File: src/design/mccd_pkg.sv
// types, codes and constant tables shared by the control-change capture and dump block
// no dependencies; compiled first
`timescale 1ns / 1ps

package mccd_pkg;

	typedef enum logic [1:0] {
		ACT_MIDI = 2'd0,
		ACT_SLOT = 2'd1,
		ACT_DUMP = 2'd2
	} action_t;

	typedef enum logic [1:0] {
		PH_IDLE  = 2'd0,
		PH_VALUE = 2'd1,
		PH_SKIP  = 2'd2
	} phase_t;

	typedef enum logic [1:0] {
		DS_IDLE  = 2'd0,
		DS_HEAD  = 2'd1,
		DS_SLOTS = 2'd2,
		DS_TAIL  = 2'd3
	} dump_state_t;

	typedef enum logic [1:0] {
		CFG_OUT_CHANNEL     = 2'd0,
		CFG_MARKER_NOTE     = 2'd1,
		CFG_MARKER_VELOCITY = 2'd2
	} cfg_index_t;

	localparam logic [7:0] STATUS_MIN   = 8'h80;
	localparam logic [3:0] NIB_SYSTEM   = 4'hF;
	localparam logic [3:0] NIB_CC       = 4'hB;
	localparam logic [3:0] NIB_NOTE_ON  = 4'h9;
	localparam logic [3:0] NIB_NOTE_OFF = 4'h8;
	localparam logic [7:0] BYTE_ZERO    = 8'h00;

	localparam logic [3:0] RST_OUT_CHANNEL     = 4'd2;
	localparam logic [6:0] RST_MARKER_NOTE     = 7'd80;
	localparam logic [6:0] RST_MARKER_VELOCITY = 7'd80;

	typedef struct packed {
		logic [1:0] action;
		logic [7:0] data_byte;
		logic [4:0] slot_index;
	} item_t;

	typedef struct packed {
		logic [3:0] out_channel;
		logic [6:0] marker_note;
		logic [6:0] marker_velocity;
	} cfg_t;

	// fixed controller number of each slot; slots past the seventeenth count up from 102, but slot 31 maps to 0
	function automatic logic [7:0] slot_ctrl(input logic [4:0] idx);
		logic [7:0] r;
		case (idx)
			5'd0:  r = 8'd17;
			5'd1:  r = 8'd18;
			5'd2:  r = 8'd19;
			5'd3:  r = 8'd79;
			5'd4:  r = 8'd75;
			5'd5:  r = 8'd72;
			5'd6:  r = 8'd83;
			5'd7:  r = 8'd73;
			5'd8:  r = 8'd71;
			5'd9:  r = 8'd74;
			5'd10: r = 8'd20;
			5'd11: r = 8'd76;
			5'd12: r = 8'd77;
			5'd13: r = 8'd78;
			5'd14: r = 8'd80;
			5'd15: r = 8'd82;
			5'd16: r = 8'd81;
			5'd31: r = 8'd0;
			default: r = 8'd85 + {3'd0, idx};
		endcase
		return r;
	endfunction

	function automatic logic [7:0] slot_default(input logic [4:0] idx);
		logic [7:0] r;
		case (idx)
			5'd0:  r = 8'd127;
			5'd3:  r = 8'd120;
			5'd4:  r = 8'd10;
			5'd6:  r = 8'd64;
			5'd8:  r = 8'd10;
			5'd9:  r = 8'd100;
			5'd11: r = 8'd64;
			5'd13: r = 8'd64;
			5'd15: r = 8'd10;
			5'd16: r = 8'd10;
			default: r = 8'd0;
		endcase
		return r;
	endfunction

endpackage

File: src/design/mccd_cmd_if.sv
// command channel: midi bytes, slot loads and dump requests
// no dependencies
`timescale 1ns / 1ps

interface mccd_cmd_if;
	logic       valid;
	logic       ready;
	logic [1:0] action;
	logic [7:0] data_byte;
	logic [4:0] slot_index;

	modport source (output valid, action, data_byte, slot_index, input ready);
	modport sink   (input valid, action, data_byte, slot_index, output ready);
endinterface

File: src/design/mccd_byte_if.sv
// dump byte channel
// no dependencies
`timescale 1ns / 1ps

interface mccd_byte_if;
	logic       valid;
	logic       ready;
	logic [7:0] out_byte;
	logic       last;

	modport source (output valid, out_byte, last, input ready);
	modport sink   (input valid, out_byte, last, output ready);
endinterface

File: src/design/mccd_parse.sv
// running-status parser and slot value store
// depends on mccd_pkg
`timescale 1ns / 1ps

module mccd_parse #(
	parameter int SLOT_COUNT = 17,
	parameter int SLOT_W     = 5
) (
	input  logic                clk,
	input  logic                arst_n,
	input  logic                item_valid,
	input  mccd_pkg::item_t     item,
	input  logic [SLOT_W-1:0]   rd_idx,
	output logic [7:0]          rd_value
);
	import mccd_pkg::*;

	logic [7:0] running_status_q;
	phase_t     phase_q;
	logic [7:0] pending_ctrl_q;
	logic [7:0] slot_q [SLOT_COUNT];

	logic is_midi;
	logic slot_in_range;

	assign is_midi       = item_valid && (item.action == ACT_MIDI);
	assign slot_in_range = {1'b0, item.slot_index} < 6'(SLOT_COUNT);
	assign rd_value      = slot_q[rd_idx];

	always_ff @(posedge clk or negedge arst_n) begin
		if (!arst_n) begin
			running_status_q <= 8'd0;
			phase_q          <= PH_IDLE;
		end else if (is_midi) begin
			case (phase_q)
				PH_VALUE, PH_SKIP: phase_q <= PH_IDLE;
				default: begin
					if (item.data_byte >= STATUS_MIN) begin
						running_status_q <= item.data_byte;
					end else if (running_status_q[7:4] == NIB_CC) begin
						phase_q <= PH_VALUE;
					end else if (running_status_q[7:4] != NIB_SYSTEM) begin
						phase_q <= PH_SKIP;
					end
				end
			endcase
		end
	end

	always_ff @(posedge clk) begin
		if (is_midi && phase_q == PH_IDLE && item.data_byte < STATUS_MIN
				&& running_status_q[7:4] == NIB_CC) begin
			pending_ctrl_q <= item.data_byte;
		end
	end

	// every slot compares its own controller number in parallel
	always_ff @(posedge clk or negedge arst_n) begin
		if (!arst_n) begin
			for (int i = 0; i < SLOT_COUNT; i++) begin
				slot_q[i] <= slot_default(5'(i));
			end
		end else if (item_valid) begin
			if (item.action == ACT_MIDI && phase_q == PH_VALUE) begin
				for (int i = 0; i < SLOT_COUNT; i++) begin
					if (slot_ctrl(5'(i)) == pending_ctrl_q) begin
						slot_q[i] <= item.data_byte;
					end
				end
			end else if (item.action == ACT_SLOT && slot_in_range) begin
				slot_q[item.slot_index[SLOT_W-1:0]] <= item.data_byte;
			end
		end
	end

endmodule

File: src/design/mccd_dump.sv
// dump sequencer: note-on, one control change per slot, note-off, with output register
// depends on mccd_pkg
`timescale 1ns / 1ps

module mccd_dump #(
	parameter int SLOT_COUNT = 17,
	parameter int SLOT_W     = 5
) (
	input  logic              clk,
	input  logic              arst_n,
	input  logic              start,
	input  mccd_pkg::cfg_t    cfg,
	output logic              busy,
	output logic [SLOT_W-1:0] rd_idx,
	input  logic [7:0]        rd_value,
	mccd_byte_if.source       dump
);
	import mccd_pkg::*;

	dump_state_t       state_q, state_d;
	logic [1:0]        sub_q, sub_d;
	logic [SLOT_W-1:0] slot_idx_q, slot_idx_d;
	logic              out_valid_q;
	logic [7:0]        out_byte_q;
	logic              out_last_q;

	logic              out_free;
	logic              emit;
	logic [7:0]        byte_d;
	logic              last_d;

	assign out_free = !out_valid_q || dump.ready;
	assign busy     = (state_q != DS_IDLE);
	assign rd_idx   = slot_idx_q;

	always_comb begin
		state_d    = state_q;
		sub_d      = sub_q;
		slot_idx_d = slot_idx_q;
		emit       = 1'b0;
		byte_d     = BYTE_ZERO;
		last_d     = 1'b0;
		case (state_q)
			DS_IDLE: begin
				if (start) begin
					state_d    = DS_HEAD;
					sub_d      = 2'd0;
					slot_idx_d = '0;
				end
			end
			DS_HEAD: begin
				emit = 1'b1;
				case (sub_q)
					2'd0:    byte_d = {NIB_NOTE_ON, cfg.out_channel};
					2'd1:    byte_d = {1'b0, cfg.marker_note};
					default: byte_d = {1'b0, cfg.marker_velocity};
				endcase
			end
			DS_SLOTS: begin
				emit = 1'b1;
				case (sub_q)
					2'd0:    byte_d = {NIB_CC, cfg.out_channel};
					2'd1:    byte_d = slot_ctrl(5'(slot_idx_q));
					default: byte_d = rd_value;
				endcase
			end
			DS_TAIL: begin
				emit = 1'b1;
				case (sub_q)
					2'd0:    byte_d = {NIB_NOTE_OFF, cfg.out_channel};
					2'd1:    byte_d = {1'b0, cfg.marker_note};
					default: begin
						byte_d = BYTE_ZERO;
						last_d = 1'b1;
					end
				endcase
			end
			default: state_d = DS_IDLE;
		endcase

		// step through each three-byte message, then on to the next message
		if (emit && out_free) begin
			if (sub_q == 2'd2) begin
				sub_d = 2'd0;
				case (state_q)
					DS_HEAD: state_d = DS_SLOTS;
					DS_SLOTS: begin
						if (slot_idx_q == SLOT_W'(SLOT_COUNT - 1)) begin
							state_d = DS_TAIL;
						end else begin
							slot_idx_d = slot_idx_q + SLOT_W'(1);
						end
					end
					default: state_d = DS_IDLE;
				endcase
			end else begin
				sub_d = sub_q + 2'd1;
			end
		end
	end

	always_ff @(posedge clk or negedge arst_n) begin
		if (!arst_n) begin
			state_q     <= DS_IDLE;
			sub_q       <= 2'd0;
			slot_idx_q  <= '0;
			out_valid_q <= 1'b0;
		end else begin
			state_q    <= state_d;
			sub_q      <= sub_d;
			slot_idx_q <= slot_idx_d;
			if (out_free) begin
				out_valid_q <= emit;
			end
		end
	end

	always_ff @(posedge clk) begin
		if (out_free) begin
			out_byte_q <= byte_d;
			out_last_q <= last_d;
		end
	end

	assign dump.valid    = out_valid_q;
	assign dump.out_byte = out_byte_q;
	assign dump.last     = out_last_q;

endmodule

File: src/design/midi_cc_capture_and_dump.sv
// top level: command input register, config registers, parser and dump sequencer
// depends on mccd_pkg, mccd_cmd_if, mccd_byte_if, mccd_parse, mccd_dump
//
//  channel  | role   | payload                          | handshake
//  cmd      | sink   | action, data_byte, slot_index    | valid / ready
//  dump     | source | out_byte, last                   | valid / ready
//  cfg      | write  | cfg_index, cfg_data              | cfg_we, no wait
//
// midi bytes and slot loads can follow back to back;
// a command is registered, then parsed and applied to the slots on the next edge.
// a dump holds cmd.ready low from its acceptance until its last byte sits in the
// output register: 3*SLOT_COUNT+6 byte transactions, one per cycle while dump.ready is high.
// reset returns running status to 0, the parser to idle and every slot to its default.
`timescale 1ns / 1ps

module midi_cc_capture_and_dump #(
	parameter int SLOT_COUNT = 17
) (
	input  logic       clk,
	input  logic       arst_n,
	mccd_cmd_if.sink   cmd,
	mccd_byte_if.source dump,
	input  logic       cfg_we,
	input  logic [1:0] cfg_index,
	input  logic [6:0] cfg_data
);
	import mccd_pkg::*;

	localparam int SLOT_W = (SLOT_COUNT > 1) ? $clog2(SLOT_COUNT) : 1;

	logic              valid_s1;
	item_t             item_s1;
	cfg_t              cfg_q;
	logic              dump_busy;
	logic              dump_start;
	logic              cmd_accept;
	logic [SLOT_W-1:0] rd_idx;
	logic [7:0]        rd_value;

	assign dump_start = valid_s1 && (item_s1.action == ACT_DUMP);
	assign cmd.ready  = !dump_start && !dump_busy;
	assign cmd_accept = cmd.valid && cmd.ready;

	always_ff @(posedge clk or negedge arst_n) begin
		if (!arst_n) begin
			valid_s1 <= 1'b0;
		end else begin
			valid_s1 <= cmd_accept;
		end
	end

	always_ff @(posedge clk) begin
		if (cmd_accept) begin
			item_s1.action     <= cmd.action;
			item_s1.data_byte  <= cmd.data_byte;
			item_s1.slot_index <= cmd.slot_index;
		end
	end

	always_ff @(posedge clk or negedge arst_n) begin
		if (!arst_n) begin
			cfg_q.out_channel     <= RST_OUT_CHANNEL;
			cfg_q.marker_note     <= RST_MARKER_NOTE;
			cfg_q.marker_velocity <= RST_MARKER_VELOCITY;
		end else if (cfg_we) begin
			case (cfg_index)
				CFG_OUT_CHANNEL:     cfg_q.out_channel     <= cfg_data[3:0];
				CFG_MARKER_NOTE:     cfg_q.marker_note     <= cfg_data;
				CFG_MARKER_VELOCITY: cfg_q.marker_velocity <= cfg_data;
				default: ;
			endcase
		end
	end

	mccd_parse #(
		.SLOT_COUNT (SLOT_COUNT),
		.SLOT_W     (SLOT_W)
	) u_parse (
		.clk        (clk),
		.arst_n     (arst_n),
		.item_valid (valid_s1),
		.item       (item_s1),
		.rd_idx     (rd_idx),
		.rd_value   (rd_value)
	);

	mccd_dump #(
		.SLOT_COUNT (SLOT_COUNT),
		.SLOT_W     (SLOT_W)
	) u_dump (
		.clk      (clk),
		.arst_n   (arst_n),
		.start    (dump_start),
		.cfg      (cfg_q),
		.busy     (dump_busy),
		.rd_idx   (rd_idx),
		.rd_value (rd_value),
		.dump     (dump)
	);

endmodule

File: src/flat_wrapper.sv
// flat-port wrapper written by rule: the top's interface ports become plain ports
module midi_cc_capture_and_dump_flat import mccd_pkg::*;
#(
	parameter int SLOT_COUNT = 17
)
  (clk, arst_n, cfg_we, cfg_index, cfg_data, cmd_valid, cmd_action, cmd_data_byte, cmd_slot_index, cmd_ready, dump_valid, dump_out_byte, dump_last, dump_ready);
  mccd_cmd_if cmd_i ();
  mccd_byte_if dump_i ();
  input  logic clk;
  input  logic arst_n;
  input  logic cfg_we;
  input  logic [1:0] cfg_index;
  input  logic [6:0] cfg_data;
  input wire logic [$bits(cmd_i.valid)-1:0] cmd_valid;
  input wire logic [$bits(cmd_i.action)-1:0] cmd_action;
  input wire logic [$bits(cmd_i.data_byte)-1:0] cmd_data_byte;
  input wire logic [$bits(cmd_i.slot_index)-1:0] cmd_slot_index;
  output wire logic [$bits(cmd_i.ready)-1:0] cmd_ready;
  output wire logic [$bits(dump_i.valid)-1:0] dump_valid;
  output wire logic [$bits(dump_i.out_byte)-1:0] dump_out_byte;
  output wire logic [$bits(dump_i.last)-1:0] dump_last;
  input wire logic [$bits(dump_i.ready)-1:0] dump_ready;
  assign cmd_i.valid = cmd_valid;
  assign cmd_i.action = cmd_action;
  assign cmd_i.data_byte = cmd_data_byte;
  assign cmd_i.slot_index = cmd_slot_index;
  assign cmd_ready = cmd_i.ready;
  assign dump_valid = dump_i.valid;
  assign dump_out_byte = dump_i.out_byte;
  assign dump_last = dump_i.last;
  assign dump_i.ready = dump_ready;
  midi_cc_capture_and_dump #(.SLOT_COUNT(SLOT_COUNT)) u_core (.clk(clk), .arst_n(arst_n), .cmd(cmd_i), .dump(dump_i), .cfg_we(cfg_we), .cfg_index(cfg_index), .cfg_data(cfg_data));
endmodule
File: config.mk
export PLATFORM = sky130hd
export DESIGN_NAME = midi_cc_capture_and_dump_flat
export DESIGN_NICKNAME = d
export VERILOG_FILES = /design/src/design/mccd_pkg.sv /design/src/design/mccd_cmd_if.sv /design/src/design/mccd_byte_if.sv /design/src/design/mccd_parse.sv /design/src/design/mccd_dump.sv /design/src/design/midi_cc_capture_and_dump.sv /design/src/flat_wrapper.sv
export SDC_FILE = /design/constraint.sdc
export NUM_CORES = 1
export LEC_CHECK = 0
export ABC_AREA = 1
export BUFFER_PORTS_ARGS = -buffer_cell sky130_fd_sc_hd__buf_2
export CAP_MARGIN = 25
export CORE_ASPECT_RATIO = 0.6
export CORE_MARGIN = 4
export CORE_UTILIZATION = 50
export CTS_CLUSTER_SIZE = 14
export DETAILED_ROUTE_END_ITERATION = 7
export GPL_TIMING_DRIVEN = 0
export PLACE_DENSITY = 0.67
export RECOVER_POWER = 25
export SYNTH_ARGS = -nofsm -noshare
export SYNTH_HDL_FRONTEND = slang
export SYNTH_SLANG_ARGS = --single-unit
File: constraint.sdc
create_clock -name clk -period 3.65 [get_ports clk]
set_input_delay 0.365 -clock clk [delete_from_list [all_inputs] [get_ports clk]]
set_output_delay 0.365 -clock clk [all_outputs]
set_load 0.02 [all_outputs]
# After elaboration in Yosys (flattened, before gate mapping)

Index checks and enable logic that the tools add are counted.

Logic and storage cells: 248
Memories kept: 0
Register bits after elaboration: 207
Bits in read-only memories: 0
Bits in writable memories: 0
Latch bits: 0

$add $sub $neg: 3
Shift-type cells: 0
Bitwise gates (word level): 3
Reductions and logical operators: 52
Muxes and demuxes: 86
Equality and inequality tests: 65
Divide/modulo/power cells: 0
$lt $le $gt $ge: 6
Multipliers: 0

Operator list:

| kind                  | number |
|---|---|
| $mux W8               | 54 |
| $mux W136             | 2 |
| $pmux W8 S18          | 1 |
| $bwmux W136           | 1 |
| $eq A8 B8 Y1          | 17 |
| $reduce_and A3 Y1     | 19 |
| $pmux W8 S2           | 3 |
| $bmux W8 S5           | 1 |
| $demux W8 S5          | 1 |
| $eq A5 B4 Y1 const B  | 8 |
| $ne A2 B1 Y1 const B  | 18 |
| $mux W5               | 6 |
| $mux W2               | 13 |
| $pmux W8 S3           | 1 |
| $eq A5 B3 Y1 const B  | 4 |
| $eq A2 B2 Y1 const B  | 6 |
| $ge A6 B6 Y1 const B  | 2 |
| $not A5 Y6            | 2 |
| $logic_and A1 B1 Y1   | 11 |
| $eq A2 B1 Y1 const B  | 5 |
| $eq A5 B2 Y1 const B  | 2 |
| $eq A5 B5 Y1 const B  | 2 |
| $logic_not A2 Y1      | 5 |
| $add A7 B5 Y8 const A | 1 |
| 20 further kinds      | 30 |

# Depth between registers and ports, before layout

Gate-level depths: netlist of the first run.

Depth in word-level cells: 8
Depth in mapped cells: 16

# By module

A second synthesis of the first run with hierarchy kept.

Cell total of the unflattened synthesis: 1532
Area, all modules: 11579.9 um^2

Modules (own cells, without submodules):

| module                   | sequential area each (um^2) | cells an instance | instances | area each (um^2) |
|---|---|---|---|---|
| mccd_parse               | 3824.9                      | 1198              | 1         | 8649.5 |
| mccd_dump                | 520.5                       | 228               | 1         | 1629.1 |
| midi_cc_capture_and_dump | 932.1                       | 106               | 1         | 1301.2 |

# Worst setup path after synthesis of the first run

No wires, ideal clock.

Path kind: flip-flop to flip-flop
From: register u_core.u_dump.slot_idx_q[0] (netlist: u_core.u_dump.rd_idx[0])
To: register u_core.u_dump.out_byte_q[3] (netlist: u_core.u_dump.dump.out_byte[3]) (data pin)
Setup slack: 1.318 ns
Arrival: 2.062 ns
Library setup time: 0.270 ns
Required time: 3.380 ns
Cell stages (with the launch flop): 17
Cell sequence: dfrtp_1 clkbuf_1 inv_2 buf_2 buf_2 ha_1 inv_1 nor2_1 nand2_1 nand3b_1 nor2_4 nand2_2 nand3_1 nand2_1 nand2_1 nand2_1 a21oi_1

Longest elaborated chain between the ends: 6

Ends and longest elaborated chain:

| item                                                                  | line             | text |
|---|---|---|
| start, declared                                                       | mccd_dump.sv:22  | `logic [SLOT_W-1:0] slot_idx_q, slot_idx_d;` |
| start signal, assigned                                                | mccd_dump.sv:111 | `slot_idx_q <= slot_idx_d;` |
| parallel branches: the longest is 4 deep, another holds $add A7 B5 Y8 | n/a              |  |
| $pmux W8 S2 (*)                                                       | mccd_dump.sv:61  | `case (sub_q)` |
| $pmux W8 S3 (*)                                                       | mccd_dump.sv:43  | `case (state_q)` |
| end signal, assigned                                                  | mccd_dump.sv:120 | `out_byte_q <= byte_d;` |
| end, declared                                                         | mccd_dump.sv:24  | `logic [7:0] out_byte_q;` |

Every way passes the cells marked *. The select of a mux whose other input is x is not followed.
A chain may end at the register's enable or synchronous reset.

# Worst setup path after layout of the first run

Ends and elaborated chain as after synthesis.

==> results of run 1 <==
==> how the worst min path moves through the flow <==
stage	startpoint	to	slack, ns	depth (start not counted)
global route	cmd_slot_index[0]	u_core.item_s1[0]	0.03	1
global placement	u_core.u_parse.slot_q[9]	u_core.u_parse.slot_q[9]	0.45	2
finish	cmd_data_byte[0]	u_core.item_s1[5]	0.04	1
CTS	cmd_data_byte[0]	u_core.item_s1[5]	0.03	1
detailed placement	arst_n	u_core.u_parse.slot_q[124]	0.40	1
floorplan	arst_n	u_core.cfg_q[0]	0.07	0
==> registers in the layout, indices dropped and copies added (netlist names), 2 cells and up <==
signal,cells
u_core.u_parse.running_status_q,4
u_core.u_dump.dump.out_byte,8
u_core.cfg_q,18
u_core.u_parse.slot_q,136
u_core.item_s1,15
u_core.u_dump.rd_idx,5
u_core.u_dump.sub_q,2
u_core.u_parse.pending_ctrl_q,8
u_core.u_dump.state_q,2
u_core.u_parse.phase_q,2
==> cell usage after synthesis, types with 2 or more instances <==
master,count
ha_1,12
nand4_1,2
nand3_1,80
nor2_1,96
o21ai_0,176
edfxtp_1,32
a22o_1,4
a32o_1,3
buf_2,26
a21oi_1,70
a22oi_1,3
clkbuf_1,23
buf_1,3
buf_6,5
o211ai_1,2
nand3_4,9
o21ai_2,8
dfstp_2,30
inv_1,107
nor3_1,10
inv_2,6
nand3b_1,2
nor2_2,4
xor2_1,2
nand2_1,323
nand3_2,4
dfrtp_1,141
nor2_4,3
nand2_2,5
o22ai_1,14
o21ai_1,4
==> report_power, final <==
| part | total (mW) | internal, mW | switching, mW |
|---|---|---|---|
| clock | 2.01 | 1.13 | 0.878 |
| combinational | 3.28 | 0.891 | 2.39 |
| sequential | 2.93 | 2.69 | 0.242 |
| total | 8.22 | 4.71 | 3.51 |
==> stage by stage <==
stage          setup TNS, ns  utilization [%]  area [µm²]
2_1_floorplan              0                -       10100
3_3_place_gp          -69.72             53.5       10700
3_5_place_dp               0             53.8       10700
4_1_cts                    0             56.9       11400
5_1_grt                    0             56.9       11400
6_report                   0             56.9       11400
==> logic make-up (layout without fill, tap and decap cells) <==
kind of cell	Yosys count	count (layout)	share of synthesized area, %
xor+xnor	2	2	0.173
fa+ha+maj	12	12	1.48
simple gates	540	540	23.2
compound gates	293	293	15.9
buf+inv	174	254	7.33
flops	203	203	52.0
==> layer usage <==
metal / wire length, µm / share of wire [%]
met1: 15000 / 48
met2: 11600 / 37
met3: 4240 / 14
met4: 398 / 1.3
met5: 0 / 0
==> critical path, cell delays in order, from the launching register on <==
cell and delay, ns:
dfrtp_1 0.41, clkbuf_1 0.16, inv_2 0.10, buf_2 0.31, buf_2 0.36, ha_1 0.20, inv_1 0.04, nor2_1 0.40
nand2_1 0.14, nand3b_1 0.21, nor2_4 0.10, nand2_2 0.12, nand3_1 0.10, nand2_1 0.09, nand2_1 0.06, nand2_1 0.07
a21oi_1 0.06
==> final cells by class <==
type	instances	area share (%)
buffer	59	2.74
clock buffer	32	5.26
clock inverter	5	0.231
inverter	115	3.81
multi-input combinational	847	36.3
sequential	203	46.5
tap	273	3.01
timing repair buffer	43	2.15
==> results.yml, run 1 <==
status:
  status: "complete, but fails checks"
  violations: "max-capacitance violations, max-slew violations"
grt:
  met1_usage_pct: 45.7
  overflow: 0
  grt_pass1_vias: 8317
  met2_usage_pct: 34.5
  antenna_found_initial: 0
  grt_max_degree: 91
  busiest_layer: "met1"
  grt_use_met3_pct: 9.53
  grt_pass1_wl_um: 48300
  gr-usage-all-layers_pct: 27.6
cells_and_area:
  drive_above_1_share_pct: 13.2
  ff_latch_area_um2: 5280
  multi_input_area_um2: 4130
  fin_cells: 1577
  num-nets-final: 1331
  final_cell_mix: "nand2_1, o21ai_0, dfrtp_1"
  diodes: 0
  fillerInstances: 1851
  layout_commonest_cell: "nand2_1"
  syn2layout_area_growth_pct: 11.9
route:
  drt-wirelength-per-cell_um: 19.8
  via_per_inst: 5.67
  vias: 8948
  routed_wl_um: 31300
  drt_pre_antenna_iters: 5
  drtIter0Drc: 1339
  remaining_drc_errors: 0
  drtAntennaViolNets: 0
critical_path:
  crit_required_ns: 3.87
  crit_fanout: 11
  critPathCapture: "u_core.u_dump.dump.out_byte[3]"
  end_kind: "register"
  crit_arrival_ns: 3.44
  worstReg2RegEnd: "u_core.u_dump.dump.out_byte[3]"
  r2r_slack_ns: 0.43
  r2r_cells: 16
  r2r_start: "u_core.u_dump.rd_idx[0]"
  path_class: "register to register"
  startpoint: "u_core.u_dump.rd_idx[0]"
  startpoint_type: "register"
timing:
  fin_crit_sh_pct: 88.2
  finalHoldViolCount: 0
  slew_headroom_pct: -42.6
  tightest_slew_ns: 2.14
  holdWs_ns: 0.0446
  fin_ws_ns: 0.431
  drv_slew: 82
  min_period_ns: 3.22
  finClkSkew_ns: 0.0169
  setup_viol: 0
  fmax_mhz: 311
  rsz0062_at_grt: "no"
clocking:
  cts-root-buf: "clkbuf_16"
  cts.path.max_buffers: 3
  post_cts_buffers: 0
  clk_latency_ns: 0.50
  holdBufCountCts: 1
  tritoncts: "yes"
  clk_pin_slew_ns: 0.06
  clock-sinks: 203
  cts_max_level: 1
  post_cts_resized: 0
  cts-buffers-inserted: 21
logic_synthesis:
  synthTopCellsByArea: "dfrtp_1, nand2_1, edfxtp_1"
  synth_area_per_cell_um2: 8.29
  synth.distinct_cells: 46
  synth_top_cell_by_area: "dfrtp_1"
  ys.flop_type: "dfrtp_1"
  synthCells: 1224
  synth_enable_flop_cells: 32
  async_flop_share_pct: 84.2
  synth_top_area_share_pct: 34.8
  ys_seq_area_share_pct: 52.0
  synth_nets: 1265
  syn_area_um2: 10100
  ys.warnings.count: 0
  ys_seq_elements: 203
die:
  io_pins: 40
  die_y_um: 118
  die_x_um: 192
  start_util_pct: 50.8
  core_um2: 20000
  num_rows: 40
  die_area_um2: 22700
placed_design:
  place_hpwl_um: 22800
  portBuffers: 39
  gp_congestion: 1.01
  dp_slack_ns: 0.565
  dpl.cell_count: 1539
power_and_ir_drop:
  leakage_nw: 5.08
  power_density_nw_per_um2: 723
  ir_worst_vdd_v: 0.000330
  finalPower_mw: 8.22
hold_path:
  hp-class: "primary input to register"
job:
  cap_violations: 1
Note: power is estimated with default switching activity, not from simulation.
==> run 2, diff against run 1 <==
--- a/config.mk
+++ b/config.mk
@@ -14,6 +14,7 @@
 export CTS_CLUSTER_SIZE = 14
 export DETAILED_ROUTE_END_ITERATION = 7
 export GPL_TIMING_DRIVEN = 0
+export MAX_ROUTING_LAYER = met4
 export PLACE_DENSITY = 0.67
 export RECOVER_POWER = 25
 export SYNTH_ARGS = -nofsm -noshare
==> run 2 against run 1 <==
Net effect:
- clock skew fell by 0.010 ns
- the run still ends with max-capacitance violations, max-slew violations left
- largest power group unchanged
- cell count barely moved
- non-clock buffer count did not move
- first-iteration DRC count fell by 12%
- total power rose by 1.3%
==> results.yml, run 2 (synthesis gave the netlist of run 1 again) <==
die:
  die_x_um: 192
  core_um2: 20000
  die_y_um: 118
  io_pins: 40
  num_rows: 40
  start_util_pct: 50.8
  die_area_um2: 22700
cells_and_area:
  top_register: "u_core.u_parse.slot_q"
  drive_above_1_share_pct: 13.6
  diodes: 0
  syn2layout_area_growth_pct: 12.5
  largest_reg_flops: 136
  top_regs: "u_core.u_parse.slot_q: 136 flops, u_core.cfg_q: 18 flops, u_core.item_s1: 15 flops"
  final_core_util_pct: 57.2
  final_cell_mix: "nand2_1, o21ai_0, dfrtp_1"
  num-nets-final: 1330
  layout_commonest_cell: "nand2_1"
  fillerInstances: 1800
clocking:
  clock-sinks: 203
  cts-root-buf: "clkbuf_16"
  cts.path.max_buffers: 3
  tritoncts: "yes"
  clk_latency_ns: 0.51
  clk_pin_slew_ns: 0.07
  cts_max_level: 1
  cts-buffers-inserted: 20
hold_path:
  min_to: "u_core.item_s1[3]"
  hp-class: "primary input to register"
  hold_start: "cmd_slot_index[3]"
  hold_path_depth: 1
route:
  drtAntennaViolNets: 0
  via_per_inst: 5.73
  drt-wirelength-per-cell_um: 19.8
  drt_pre_antenna_iters: 6
  routed_wl_um: 31200
  drtIter0Drc: 1172
  remaining_drc_errors: 0
  vias: 9038
grt:
  grt_pass1_wl_um: 48400
  grt_max_degree: 116
  overflow: 0
  grt_pass1_vias: 8454
  gr-usage-all-layers_pct: 28.2
  antenna_found_initial: 0
power_and_ir_drop:
  finalPower_mw: 8.32
  leakage_nw: 5.12
  ir_worst_vdd_v: 0.000394
  power_density_nw_per_um2: 729
timing:
  drv_slew: 57
  fin_ws_ns: 0.584
  holdWs_ns: 0.0333
  min_period_ns: 3.07
  fmax_mhz: 326
  rsz0062_at_grt: "no"
  fin_crit_sh_pct: 84.0
  finClkSkew_ns: 0.00669
  tightest_slew_ns: 2.62
  setup_viol: 0
  slew_headroom_pct: -74.4
  finalHoldViolCount: 0
critical_path:
  crit_required_ns: 3.88
  crit_fanout: 11
  cp_common_cell: "nand2_1"
  path_class: "register to register"
  path_cells: "clkbuf_1 > inv_2 > buf_2 > buf_2 > ha_1 > inv_1 > nor2_1 > nand2_1 > nand3b_1 > nor2_4 > nand2_2 > nand3_1 > nand2_1 > nand2_1 > nand2_1 > a21oi_1"
  worstReg2RegEnd: "u_core.u_dump.dump.out_byte[6]"
  r2r_start: "u_core.u_dump.rd_idx[0]"
  r2r_cells: 16
  slowest_stage: "dfrtp_1"
  crit_path_max_incr_delay_ns: 0.43
  startpoint_type: "register"
  end_kind: "register"
  r2r_slack_ns: 0.58
  crit_arrival_ns: 3.29
job:
  cap_violations: 1
placed_design:
  dp_slack_ns: 0.678
  gp_congestion: 1.03
  place_hpwl_um: 22600
  portBuffers: 39
status:
  status: "complete, but fails checks"
  violations: "max-capacitance violations, max-slew violations"
## run 2: report_power, final
part | switching, mW | internal, mW
Sequential | 0.252 | 2.69
Clock | 0.905 | 1.26
Combinational | 2.33 | 0.889
Total | 3.48 | 4.84
## run 2: worst max-delay path by stage
stage | startpoint | endpoint | slack, ns
5_1_grt | arst_n | u_core.u_parse.slot_q[33] | 0.38
4_1_cts | u_core.u_dump.rd_idx[0] | u_core.u_dump.dump.out_byte[6] | 0.66
3_3_place_gp | arst_n | u_core.u_parse.slot_q[96] | -0.50
6_report | u_core.u_dump.rd_idx[0] | u_core.u_dump.dump.out_byte[6] | 0.58
3_5_place_dp | u_core.u_dump.rd_idx[0] | u_core.u_dump.dump.out_byte[6] | 0.68
2_1_floorplan | u_core.u_dump.rd_idx[0] | u_core.u_dump.dump.out_byte[3] | 1.32
## run 2: repair_timing
item                                   in CTS  in global routing
resized for setup                           0                  0
setup buffers                               0                  0
hold buffers                                1                  0
endpoints found under the hold margin      42                  0
## run 2: metal layers
metal | vias up | wire length, µm | track usage, %
met5 | - | 0 | -
met4 | 0 | 621 | 5.87
met3 | 65 | 3580 | 8.77
met2 | 479 | 11600 | 34.2
met1 | 4340 | 15400 | 45.4
li1 | 4154 | - | -
## run 2: final cells by class
| class | instances | area [µm²] | share of cell area, % |
|---|---|---|---|
| buffer | 59 | 312 | 2.73 |
| clock buffer | 30 | 589 | 5.16 |
| clock inverter | 6 | 83.8 | 0.734 |
| inverter | 115 | 433 | 3.79 |
| multi-input combinational | 847 | 4130 | 36.2 |
| sequential | 203 | 5280 | 46.2 |
| tap | 273 | 342 | 2.99 |
| timing repair buffer | 43 | 251 | 2.20 |
## run 2: stage by stage
| step | cells | setup TNS, ns | cell area (µm²) |
|---|---|---|---|
| finish | 1576 | 0 | 11400 |
| global route | 1576 | 0 | 11400 |
| CTS | 1576 | 0 | 11400 |
| detailed placement | 1539 | 0 | 10700 |
| global placement | 1536 | -68.04 | 10700 |
| floorplan | 1224 | 0 | 10100 |
## run 2: worst max-delay path, delay by kind of cell, from the launching register on
kind | cells | cell delay [ns]
adder cells (fa/ha/maj) | 1 | 0.21
flip-flops | 1 | 0.43
AO/OA/AOI/OAI | 1 | 0.09
buffers and inverters | 5 | 0.97
AND/OR/NAND/NOR | 9 | 1.07
